===== config.mk =====
export PLATFORM = sky130hd
export DESIGN_NAME = cbp_ctrl
export DESIGN_NICKNAME = d
export VERILOG_FILES = /design/src/hw/rtl/cbp_pkg.sv /design/src/hw/rtl/cbp_ctrl.sv
export SDC_FILE = /design/constraint.sdc
export NUM_CORES = 1
export LEC_CHECK = 0
export BUFFER_PORTS_ARGS = -buffer_cell sky130_fd_sc_hd__buf_2
export CORE_ASPECT_RATIO = 0.75
export CORE_UTILIZATION = 45
export CTS_CLUSTER_DIAMETER = 40
export DETAILED_ROUTE_END_ITERATION = 8
export PLACE_DENSITY = 0.65
export SETUP_SLACK_MARGIN = 0.5
export SLEW_MARGIN = 40
export SYNTH_ARGS = -nofsm -noshare
export SYNTH_HDL_FRONTEND = slang
export SYNTH_SLANG_ARGS = --single-unit

===== constraint.sdc =====
create_clock -name clk_i -period 4.2 [get_ports clk_i]
set_input_delay 0.21 -clock clk_i [delete_from_list [all_inputs] [get_ports clk_i]]
set_output_delay 0.21 -clock clk_i [all_outputs]
set_load 0.01 [all_outputs]

===== src/hw/rtl/cbp_pkg.sv =====
// Shared types, constants and helpers for the circle/box push-out resolver.
// Used by the controller, the datapath and the top level; depends on nothing.
package cbp_pkg;

  localparam int unsigned BoxDepth  = 64;
  localparam int unsigned FracBits  = 16;
  localparam int unsigned IdxW      = $clog2(BoxDepth);
  localparam int unsigned NumW      = $clog2(BoxDepth + 1);
  localparam int unsigned BoxCountW = 7;
  localparam int unsigned PassW     = 4;
  localparam int unsigned SkinW     = 16;
  localparam int unsigned CfgIdxW   = 2;
  localparam int unsigned CfgDataW  = 16;
  localparam int unsigned SqrtSteps = 32;
  localparam int unsigned DivSteps  = 64;
  localparam int unsigned StepW     = 6;

  localparam logic [63:0] CenterEpsSq =
    64'((65'd1 << (2 * FracBits)) / 65'd100000000);

  localparam logic [BoxCountW-1:0] BoxCountReset = '0;
  localparam logic [PassW-1:0]     PassLimitReset = 4'd4;
  localparam logic [SkinW-1:0]     SkinWidthReset = 16'd1311;

  // configuration register indexes
  localparam logic [CfgIdxW-1:0] CfgBoxCount  = 2'd0;
  localparam logic [CfgIdxW-1:0] CfgPassLimit = 2'd1;
  localparam logic [CfgIdxW-1:0] CfgSkinWidth = 2'd2;

  // input kinds
  localparam logic OpLoad    = 1'b0;
  localparam logic OpResolve = 1'b1;

  // datapath operations
  localparam logic [4:0] DpIdle      = 5'd0;
  localparam logic [4:0] DpWrite     = 5'd1;
  localparam logic [4:0] DpStart     = 5'd2;
  localparam logic [4:0] DpRead      = 5'd3;
  localparam logic [4:0] DpClamp     = 5'd4;
  localparam logic [4:0] DpSqAx      = 5'd5;
  localparam logic [4:0] DpSqAz      = 5'd6;
  localparam logic [4:0] DpSqSr      = 5'd7;
  localparam logic [4:0] DpSqrtInit  = 5'd8;
  localparam logic [4:0] DpSqrtStep  = 5'd9;
  localparam logic [4:0] DpMulX      = 5'd10;
  localparam logic [4:0] DpMulZ      = 5'd11;
  localparam logic [4:0] DpDivStep   = 5'd12;
  localparam logic [4:0] DpApplyX    = 5'd13;
  localparam logic [4:0] DpApplyZ    = 5'd14;
  localparam logic [4:0] DpInside    = 5'd15;
  localparam logic [4:0] DpResult    = 5'd16;

  typedef struct packed {
    logic [5:0]  box_index;
    logic [31:0] pos_x;
    logic [31:0] pos_y;
    logic [31:0] pos_z;
    logic [31:0] far_x;
    logic [31:0] far_y;
    logic [31:0] far_z;
    logic [30:0] radius;
    logic [30:0] height;
  } cbp_item_t;

  typedef struct packed {
    logic [31:0] min_x;
    logic [31:0] min_y;
    logic [31:0] min_z;
    logic [31:0] max_x;
    logic [31:0] max_y;
    logic [31:0] max_z;
  } cbp_box_t;

  typedef struct packed {
    logic [4:0]       op;
    logic [IdxW-1:0]  addr;
    logic [SkinW-1:0] skin;
  } cbp_cmd_t;

  typedef struct packed {
    logic y_hit;
    logic far;
    logic too_far;
    logic center;
  } cbp_stat_t;

  function automatic logic signed [31:0] sat32(input logic signed [65:0] v);
    if (v > 66'sd2147483647) begin
      return 32'sh7fffffff;
    end else if (v < -66'sd2147483648) begin
      return 32'sh80000000;
    end
    return v[31:0];
  endfunction

endpackage


===== src/hw/rtl/cbp_ctrl.sv =====
// Controller of the resolver: configuration registers, box and pass walk,
// and the sequencing of the datapath's units. Depends on cbp_pkg.
module cbp_ctrl (
  input  logic                           clk_i,
  input  logic                           rst_ni,
  input  logic                           cfg_we_i,
  input  logic [cbp_pkg::CfgIdxW-1:0]    cfg_idx_i,
  input  logic [cbp_pkg::CfgDataW-1:0]   cfg_data_i,
  input  logic                           in_valid_i,
  input  logic                           in_op_i,
  output logic                           in_ready_o,
  output logic                           out_valid_o,
  input  logic                           out_ready_i,
  input  cbp_pkg::cbp_stat_t             stat_i,
  output cbp_pkg::cbp_cmd_t              cmd_o
);
  import cbp_pkg::*;

  localparam logic [3:0] SIdle   = 4'd0;
  localparam logic [3:0] SRead   = 4'd1;
  localparam logic [3:0] SClamp  = 4'd2;
  localparam logic [3:0] SSqAx   = 4'd3;
  localparam logic [3:0] SSqAz   = 4'd4;
  localparam logic [3:0] SSqSr   = 4'd5;
  localparam logic [3:0] STest   = 4'd6;
  localparam logic [3:0] SInside = 4'd7;
  localparam logic [3:0] SSqrt   = 4'd8;
  localparam logic [3:0] SMulX   = 4'd9;
  localparam logic [3:0] SDivX   = 4'd10;
  localparam logic [3:0] SApplyX = 4'd11;
  localparam logic [3:0] SMulZ   = 4'd12;
  localparam logic [3:0] SDivZ   = 4'd13;
  localparam logic [3:0] SApplyZ = 4'd14;
  localparam logic [3:0] SNext   = 4'd15;
  // result hand-over shares the idle code space through a flag
  logic [3:0] state_q, state_d;
  logic done_q, done_d;

  logic [BoxCountW-1:0] count_q;
  logic [PassW-1:0]     limit_q;
  logic [SkinW-1:0]     skin_q;
  logic [NumW-1:0]      box_q, box_d;
  logic [PassW-1:0]     pass_q, pass_d;
  logic                 pushed_q, pushed_d;
  logic [StepW-1:0]     step_q, step_d;
  logic                 outv_q, outv_d;
  logic [NumW-1:0]      num_boxes;
  logic                 accept;
  logic [4:0]           op;

  assign num_boxes  = (int'(count_q) > BoxDepth) ? NumW'(BoxDepth) : NumW'(count_q);
  assign in_ready_o = (state_q == SIdle) && !done_q;
  assign accept     = in_valid_i && in_ready_o;
  assign out_valid_o = outv_q;

  assign cmd_o.op   = op;
  assign cmd_o.addr = box_q[IdxW-1:0];
  assign cmd_o.skin = skin_q;

  always_comb begin
    state_d  = state_q;
    done_d   = done_q;
    box_d    = box_q;
    pass_d   = pass_q;
    pushed_d = pushed_q;
    step_d   = step_q;
    outv_d   = outv_q && !out_ready_i;
    op       = DpIdle;
    unique case (state_q)
      SIdle: begin
        if (done_q) begin
          // hold the result until the output register is free
          if (!outv_q || out_ready_i) begin
            op     = DpResult;
            outv_d = 1'b1;
            done_d = 1'b0;
          end
        end else if (accept) begin
          if (in_op_i == OpLoad) begin
            op = DpWrite;
          end else begin
            op       = DpStart;
            box_d    = '0;
            pass_d   = '0;
            pushed_d = 1'b0;
            if (num_boxes == '0 || limit_q == '0) begin
              done_d = 1'b1;
            end else begin
              state_d = SRead;
            end
          end
        end
      end
      SRead: begin
        op      = DpRead;
        state_d = SClamp;
      end
      SClamp: begin
        op      = DpClamp;
        state_d = SSqAx;
      end
      SSqAx: begin
        if (!stat_i.y_hit || stat_i.far) begin
          state_d = SNext;
        end else begin
          op      = DpSqAx;
          state_d = SSqAz;
        end
      end
      SSqAz: begin
        op      = DpSqAz;
        state_d = SSqSr;
      end
      SSqSr: begin
        op      = DpSqSr;
        state_d = STest;
      end
      STest: begin
        if (stat_i.too_far) begin
          state_d = SNext;
        end else begin
          pushed_d = 1'b1;
          if (stat_i.center) begin
            state_d = SInside;
          end else begin
            op      = DpSqrtInit;
            step_d  = '0;
            state_d = SSqrt;
          end
        end
      end
      SInside: begin
        op      = DpInside;
        state_d = SNext;
      end
      SSqrt: begin
        op     = DpSqrtStep;
        step_d = step_q + 1'b1;
        if (step_q == StepW'(SqrtSteps - 1)) begin
          state_d = SMulX;
        end
      end
      SMulX: begin
        op      = DpMulX;
        step_d  = '0;
        state_d = SDivX;
      end
      SDivX: begin
        op     = DpDivStep;
        step_d = step_q + 1'b1;
        if (step_q == StepW'(DivSteps - 1)) begin
          state_d = SApplyX;
        end
      end
      SApplyX: begin
        op      = DpApplyX;
        state_d = SMulZ;
      end
      SMulZ: begin
        op      = DpMulZ;
        step_d  = '0;
        state_d = SDivZ;
      end
      SDivZ: begin
        op     = DpDivStep;
        step_d = step_q + 1'b1;
        if (step_q == StepW'(DivSteps - 1)) begin
          state_d = SApplyZ;
        end
      end
      SApplyZ: begin
        op      = DpApplyZ;
        state_d = SNext;
      end
      SNext: begin
        if (box_q + 1'b1 == num_boxes) begin
          if (!pushed_q || pass_q + 1'b1 == limit_q) begin
            state_d = SIdle;
            done_d  = 1'b1;
          end else begin
            box_d    = '0;
            pass_d   = pass_q + 1'b1;
            pushed_d = 1'b0;
            state_d  = SRead;
          end
        end else begin
          box_d   = box_q + 1'b1;
          state_d = SRead;
        end
      end
      default: state_d = SIdle;
    endcase
  end

  always_ff @(posedge clk_i or negedge rst_ni) begin
    if (!rst_ni) begin
      state_q  <= SIdle;
      done_q   <= 1'b0;
      box_q    <= '0;
      pass_q   <= '0;
      pushed_q <= 1'b0;
      step_q   <= '0;
      outv_q   <= 1'b0;
      count_q  <= BoxCountReset;
      limit_q  <= PassLimitReset;
      skin_q   <= SkinWidthReset;
    end else begin
      state_q  <= state_d;
      done_q   <= done_d;
      box_q    <= box_d;
      pass_q   <= pass_d;
      pushed_q <= pushed_d;
      step_q   <= step_d;
      outv_q   <= outv_d;
      if (cfg_we_i) begin
        unique case (cfg_idx_i)
          CfgBoxCount:  count_q <= cfg_data_i[BoxCountW-1:0];
          CfgPassLimit: limit_q <= cfg_data_i[PassW-1:0];
          CfgSkinWidth: skin_q  <= cfg_data_i[SkinW-1:0];
          default: ;
        endcase
      end
    end
  end

endmodule


==> results of run 1 <==
logic make-up (layout without fill, tap and decap cells):
group	count (synthesis)	in the layout
DFF	51	51
muxes	30	30
buffers and inverters	31	79
xor gates and xnor gates	16	16
adders and majority gates	3	3
and+or+nand+nor	101	101
AOI/OAI and AO/OA	64	64
synth_stat cells, types with 6 or more instances:
cell type	number	area share
inv_1	12	0.015
clkbuf_1	11	0.014
dfstp_2	8	0.072
a21oi_1	9	0.015
nand2_1	25	0.032
buf_4	7	0.018
o31ai_1	6	0.015
mux2_2	28	0.11
dfrtp_1	43	0.37
nor2_1	16	0.021
nand3_1	18	0.031
o21ai_0	15	0.026
xnor2_1	11	0.033
nor3_1	7	0.012
power groups by stage:
stage / combinational (µW) / sequential, µW / clock, µW
2_1_floorplan: 712 / 746 / 0
3_3_place_gp: 835 / 828 / 0
3_5_place_dp: 855 / 835 / 0
4_1_cts: 857 / 826 / 310
5_1_grt: 962 / 859 / 327
6_report: 855 / 828 / 297
stage by stage:
step                cells  utilization  cell area (µm²)  setup slack (ns)  total power, µW
CTS                   422       0.5489             3313             1.515             1993
global placement      414       0.5328             3216             1.604             1664
finish                422       0.5489             3313             1.515             1981
global route          422       0.5489             3313             1.218             2149
detailed placement    414       0.5336             3221             1.532             1690
floorplan             296            -             2914             1.927             1458
final timing paths:
path                                           to  slack, ns
hold reg to reg            skin_q[14]$_DFFE_PN0P_       0.51
hold / removal             state_q[2]$_DFFE_PN0P_     -0.004
setup reg to reg            pass_q[2]$_DFFE_PN0P_       1.52
max in group asynchronous   pass_q[3]$_DFFE_PN0P_       3.77
setup / recovery            pass_q[2]$_DFFE_PN0P_       1.52
min in group clk_i          out_valid_o$_DFF_PN0_       0.10
state kept, by name, indices dropped and copies added (netlist names):
name         cells
count_q          7
skin_q          16
limit_q          4
pushed_q         1
pass_q           4
box_q            7
step_q           6
done_q           1
out_valid_o      1
state_q          4
layout make-up:
type | count | share of cell area
inverter | 12 | 0.01360
multi-input combinational | 214 | 0.4494
sequential | 51 | 0.3882
clock buffer | 5 | 0.02077
clock inverter | 3 | 0.007175
tap | 78 | 0.02946
timing repair buffer | 59 | 0.09139
worst max-delay path: stages (launching register included):
cell and delay [ns]:
dfrtp_1 0.48, ha_1 0.34, nand2_1 0.12, o21a_1 0.21, nor4b_1 0.45, o2111ai_2 0.39
or4_1 0.56, nand3_1 0.09
routing by layer:
metal | vias up | GRT usage | share of wire
li1 | 1170 | - | -
met1 | 1159 | 0.3324 | 0.51
met2 | 79 | 0.2934 | 0.42
met3 | 4 | 0.04352 | 0.066
met4 | 0 | 0.04040 | 0.0039
met5 | - | 0 | 0
==> insert_results.sql, run 1 <==
INSERT INTO impl_metrics (metric_group, metric, value, unit) VALUES
('global_routing', 'grt_usage', '0.2098', ''),
('power', 'vdd_drop_max', '0.2578', 'mV'),
('worst_setup_path', 'setup.worst_path.end_class', 'flop', ''),
('worst_setup_path', 'criticalPathCategory', 'reg2reg', ''),
('yosys', 'postSynthRegisterBits', '51', ''),
('layout', 'final_cell_mix', '56 x buf_2, 43 x dfrtp_1, 28 x mux2_2, 25 x nand2_1, 18 x nand3_1', ''),
('yosys', 'syn_inst', '296', ''),
('timing', 'post-route-period-util', '0.6392', ''),
('timing', 'slew_headroom', '0.4816', ''),
('die', 'design.core.area', '6036', 'µm²'),
('cts', 'number_of_buffers_between_clock_root_and_the_deepest_sink', '2', ''),
('yosys', 'synth-compound-area-share', '0.1524', ''),
('layout', 'area_growth_from_synthesis_to_layout', '13.70', '%'),
('power', 'power_density', '597.8', 'nW/µm²'),
('worst_setup_path', 'ff_to_ff_path_depth', '7', ''),
('die', 'ioPinCount', '57', ''),
('yosys', 'synth.net_count', '327', ''),
('global_routing', 'via_count_of_the_first_global_routing_pass', '2202', ''),
('global_routing', 'grt_overflow', '0', ''),
('placement', 'detailedPlacementHpwl', '4.807', 'mm'),
('cts', 'post_cts_buffers', '0', ''),
('power', 'portion_of_total_power_attributed_to_sequential_cells', '0.418', ''),
('worst_setup_path', 'crit_required', '4.45', 'ns'),
('global_routing', 'grt_pass1_wl', '11.09', 'mm'),
('power', 'switchingPower', '845.8', 'µW'),
('layout', 'n_fill_cell', '537', ''),
('power', 'power.share.switching', '0.4270', ''),
('timing', 'fin_hold_ws', '-0.003755', 'ns'),
('placement', 'gp_congestion', '0.8214', ''),
('placement', 'portBuffers', '56', ''),
('cts', 'cts.htree.levels', '2', ''),
('yosys', 'ys_warn_count', '0', ''),
('timing', 'final_hold_viol_count', '9', ''),
('yosys', 'mappedNetlistArea', '2914', 'µm²'),
('route', 'postRouteWirelength', '6.457', 'mm'),
('layout', 'antenna_cells', '0', ''),
('yosys', 'synth_xor_area_frac', '0.04809', ''),
('layout', 'layout.cells.most_common', 'buf_2', ''),
('timing', 'final.min_clock_period', '2.685', 'ns'),
('route', 'drt_pre_antenna_iters', '5', ''),
('status', 'outcome', 'complete, but fails checks', ''),
('route', 'drt-vias-per-instance', '5.716', ''),
('hold_path', 'hp-class', 'in2async', ''),
('yosys', 'distinct_cell_type_count_of_the_synthesized_netlist', '51', ''),
('power', 'combPwrFrac', '0.432', ''),
('worst_setup_path', 'worst_r2r_startpoint', 'box_q[0]$_DFFE_PN0P_', ''),
('status', 'failed_checks', 'hold timing', ''),
('route', 'vias_post_dr', '2412', ''),
('timing', 'report.final.slew_viol_count', '0', ''),
('route', 'drt-wirelength-per-cell', '15.30', 'µm'),
('cts', 'clk_pin_slew_worst_paths', '0.10', 'ns'),
('layout', 'post_route_cells_drive_above_1_share', '0.3169', ''),
('cts', 'cts_num_sinks', '51', ''),
('die', 'die_height', '71.69', 'µm'),
('layout', 'fin_nets', '374', ''),
('die', 'initial_core_util', '0.4828', ''),
('power', 'p_int', '1135', 'µW'),
('worst_setup_path', 'startpoint', 'box_q[0]$_DFFE_PN0P_', ''),
('yosys', 'synth_top_family_by_area', 'simple AND/OR/NAND/NOR gates', ''),
('cts', 'worst_skew_pair.late_latency', '0.31', 'ns'),
('worst_setup_path', 'critical_path_peak_fanout', '14', ''),
('cts', 'clock_tree_from_tritoncts', 'built', ''),
('yosys', 'synthSimpleGateAreaFrac', '0.1808', ''),
('yosys', 'part_of_the_yosys_area_used_for_sequential_elements', '0.4414', ''),
('power', 'power_frac_clock', '0.150', ''),
('layout', 'final-seq-area', '1286', 'µm²'),
('cts', 'holdBufCountCts', '0', ''),
('die', 'die_width', '94.92', 'µm'),
('timing', 'setup_repair_after_global_routing_missed_its_margin', 'no', ''),
('timing', 'achievable-frequency', '372.5', 'MHz'),
('yosys', 'synth.avg_cell_area', '9.845', 'µm²');
(Power assumes the default switching activity.)
==> run 2: changes to the inputs <==
Clock period 4.2 ns to 2.56 ns, I/O delays scaled along.
==> run 2 against run 1 <==
Effect of this change: the flow now finishes without violations; global-route usage increased by 1.5 points; cell count rose by 5.2%; register-to-register slack lost 1.2 ns; largest cell class unchanged; sequential power increased by 53%; fmax is 21% higher; flip-flop and latch count did not move; total power up 83%; clock-buffer cell count did not move; cell area grew 9.0%; sequential share of layout area down 3.1 points; non-clock buffer count grew 22.
==> insert_results.sql, run 2 (synthesis results as in run 1) <==
INSERT INTO impl_metrics (metric_group, metric, value, unit) VALUES
('status', 'outcome', 'finished clean', ''),
('global_routing', 'antenna_found_initial', '0', ''),
('worst_setup_path', 'r2r_setup_slk', '0.34', 'ns'),
('power', 'switchingPower', '1535', 'µW'),
('power', 'p_int', '2083', 'µW'),
('worst_setup_path', 'cp.arrival', '2.49', 'ns'),
('worst_setup_path', 'ff_to_ff_path_depth', '7', ''),
('layout', 'antenna_cells', '0', ''),
('timing', 'slew_headroom', '0.4870', ''),
('route', 'drt_pre_antenna_iters', '5', ''),
('timing', 'worst_pin_slew', '0.7671', 'ns'),
('worst_setup_path', 'worstSetupStartpointType', 'flop', ''),
('route', 'postRouteWirelength', '6.873', 'mm'),
('hold_path', 'min_delay_path_depth', '2', ''),
('placement', 'pre_cts_ws', '0.1482', 'ns'),
('worst_setup_path', 'worstReg2RegEnd', 'pass_q[2]$_DFFE_PN0P_', ''),
('power', 'power.leakage', '0.001614', 'µW'),
('cts', 'cts_num_sinks', '51', ''),
('layout', 'layout.cells.most_common', 'buf_2', ''),
('timing', 'final.min_clock_period', '2.224', 'ns'),
('worst_setup_path', 'critical_path_peak_fanout', '7', ''),
('hold_path', 'hp-class', 'in2reg', ''),
('route', 'drc', '0', ''),
('timing', 'setup_repair_after_global_routing_missed_its_margin', 'yes', ''),
('layout', 'fin_nets', '396', ''),
('global_routing', 'grt_pass1_wl', '11.89', 'mm'),
('timing', 'report.final.setup_viol', '0', ''),
('worst_setup_path', 'cpPeakStageDelay', '0.52', 'ns'),
('timing', 'fin_ws', '0.3359', 'ns'),
('die', 'design.core.area', '6036', 'µm²'),
('flow_run', 'cap_viol_max_count', '0', ''),
('die', 'ioPinCount', '57', ''),
('timing', 'final_hold_viol_count', '0', ''),
('cts', 'cts.htree.levels', '2', ''),
('timing', 'achievable-frequency', '449.6', 'MHz'),
('worst_setup_path', 'setup.worst_path.end_class', 'flop', ''),
('route', 'ant_nets', '0', ''),
('route', 'drt-wirelength-per-cell', '15.48', 'µm'),
('placement', 'detailedPlacementHpwl', '4.835', 'mm'),
('timing', 'fin_hold_ws', '0.005089', 'ns'),
('hold_path', 'hold_path.startpoint', 'out_ready_i', ''),
('global_routing', 'grt_usage', '0.2244', ''),
('layout', 'post_route_cells_drive_above_1_share', '0.4071', ''),
('route', 'vias_post_dr', '2533', ''),
('cts', 'ctsRootBufferMaster', 'clkbuf_8', ''),
('power', 'portion_of_total_power_attributed_to_sequential_cells', '0.352', ''),
('placement', 'gp_congestion', '0.8819', ''),
('power', 'vdd_drop_max', '0.3884', 'mV'),
('die', 'initial_core_util', '0.4828', ''),
('global_routing', 'via_count_of_the_first_global_routing_pass', '2440', ''),
('die', 'die_height', '71.69', 'µm'),
('worst_setup_path', 'crit_required', '2.83', 'ns'),
('cts', 'number_of_buffers_between_clock_root_and_the_deepest_sink', '2', ''),
('layout', 'number_of_flip_flops_under_the_largest_register_name', '16', ''),
('power', 'power_density', '1002', 'nW/µm²'),
('cts', 'number_of_cts_inserted_buffers', '5', ''),
('die', 'rows', '24', ''),
('timing', 'timing.setup.tns', '0', 'ns'),
('worst_setup_path', 'critical_path.slowest_cell', 'or4_4', ''),
('hold_path', 'hold_endpoint', 'out_valid_o$_DFF_PN0_', ''),
('placement', 'portBuffers', '56', ''),
('power', 'power_frac_clock', '0.142', ''),
('die', 'die_width', '94.92', 'µm'),
('cts', 'clk_pin_slew_worst_paths', '0.11', 'ns'),
('layout', 'area_growth_from_synthesis_to_layout', '23.87', '%'),
('die', 'floorplan.die_area', '6805', 'µm²'),
('timing', 'timing.clock.skew', '0.009605', 'ns'),
('cts', 'clock_tree_from_tritoncts', 'built', ''),
('global_routing', 'grt_overflow', '0', ''),
('worst_setup_path', 'criticalPathCategory', 'reg2reg', ''),
('layout', 'largest_registers', 'skin_q: 16 flops, box_q: 7 flops, count_q: 7 flops', ''),
('timing', 'report.final.slew_viol_count', '0', ''),
('power', 'power.share.switching', '0.4242', ''),
('timing', 'post-route-period-util', '0.8688', ''),
('layout', 'final_cell_mix', '56 x buf_2, 40 x dfrtp_1, 27 x mux2_2, 22 x nand2_1, 22 x buf_4', ''),
('global_routing', 'grt_start_max_net_pins', '52', ''),
('route', 'number_of_design_rule_violations_left_by_the_first_detailed_router_iteration', '150', ''),
('layout', 'max_flop_register', 'skin_q', ''),
('cts', 'worst_skew_pair.late_latency', '0.32', 'ns'),
('worst_setup_path', 'worst_r2r_startpoint', 'box_q[0]$_DFFE_PN0P_', ''),
('route', 'drt-vias-per-instance', '5.705', ''),
('power', 'combPwrFrac', '0.506', ''),
('worst_setup_path', 'cp_cell_sequence', 'ha_4 > xnor2_2 > or4b_1 > o211ai_2 > o2111ai_4 > or4_4 > nand3_1', '');
==> run 2: cell count changes in the layout (fill, tap and decap cells not counted), moves of 3 or more <==
cell     change
nand2_1      -3
dfrtp_2      +3
dfrtp_1      -3
nand2_2      +3
buf_4       +19
==> run 2: layer usage <==
layer  part of all wire  vias up  GRT usage  routed length (µm)
li1                   -     1215          -                   -
met1               0.49     1224     0.3349                3392
met2               0.43       89     0.3293                2974
met3              0.065        5    0.04671                 447
met4             0.0083        0    0.06229                  57
met5                  0        -          0                   0
==> run 2: final cells by class <==
class                   count  area, µm²
clock buffers               5      68.82
repair buffers             81      478.0
multi-input cells         214       1603
clock inverters             3      27.53
flip-flops and latches     51       1290
inverters                  12      45.04
well taps                  78      97.59
fillers                   542       2426
==> run 2: worst max-delay path by stage <==
| stage | startpoint | to | cells past startpoint |
|---|---|---|---|
| global placement | box_q[3]$_DFFE_PN0P_ | pass_q[0]$_DFFE_PN0P_ | 6 |
| finish | box_q[0]$_DFFE_PN0P_ | pass_q[2]$_DFFE_PN0P_ | 7 |
| CTS | box_q[0]$_DFFE_PN0P_ | pass_q[2]$_DFFE_PN0P_ | 7 |
| floorplan | box_q[0]$_DFFE_PN0P_ | pass_q[0]$_DFFE_PN0P_ | 7 |
| detailed placement | box_q[3]$_DFFE_PN0P_ | pass_q[2]$_DFFE_PN0P_ | 6 |
| global route | box_q[0]$_DFFE_PN0P_ | pass_q[2]$_DFFE_PN0P_ | 7 |
==> run 2: power groups by stage <==
| stage | Sequential, µW | Clock (µW) | Combinational [µW] |
|---|---|---|---|
| after detailed placement | 1290 | 0 | 1570 |
| after floorplan | 1230 | 0 | 1190 |
| final | 1270 | 514 | 1830 |
| after global placement | 1280 | 0 | 1540 |
| after global routing | 1310 | 551 | 2030 |
| after CTS | 1270 | 528 | 1750 |
==> run 2: stage by stage <==
step | total power (µW) | util | cell area [µm²] | std cells
after floorplan | 2419 | - | 2933 | 296
after global placement | 2820 | 0.5464 | 3298 | 423
after detailed placement | 2861 | 0.5464 | 3298 | 423
after CTS | 3552 | 0.5883 | 3551 | 441
after global routing | 3898 | 0.5981 | 3610 | 444
final | 3618 | 0.5981 | 3610 | 444
==> run 2: repair_timing <==
action	in CTS	in global routing
gates resized for setup	18	7
endpoints found under the hold margin	43	0
hold buffers	1	0
setup buffers	9	3
setup endpoints to repair	14	17
pin swaps	2	2
==> run 2: worst max-delay path: cells and delay by family, from the launching register on <==
family	cells	cell delay, ns
AO/OA/AOI/OAI	2	0.32
XOR/XNOR	1	0.14
adder cells (fa/ha/maj)	1	0.18
flip-flops	1	0.45
AND/OR/NAND/NOR	3	1.10
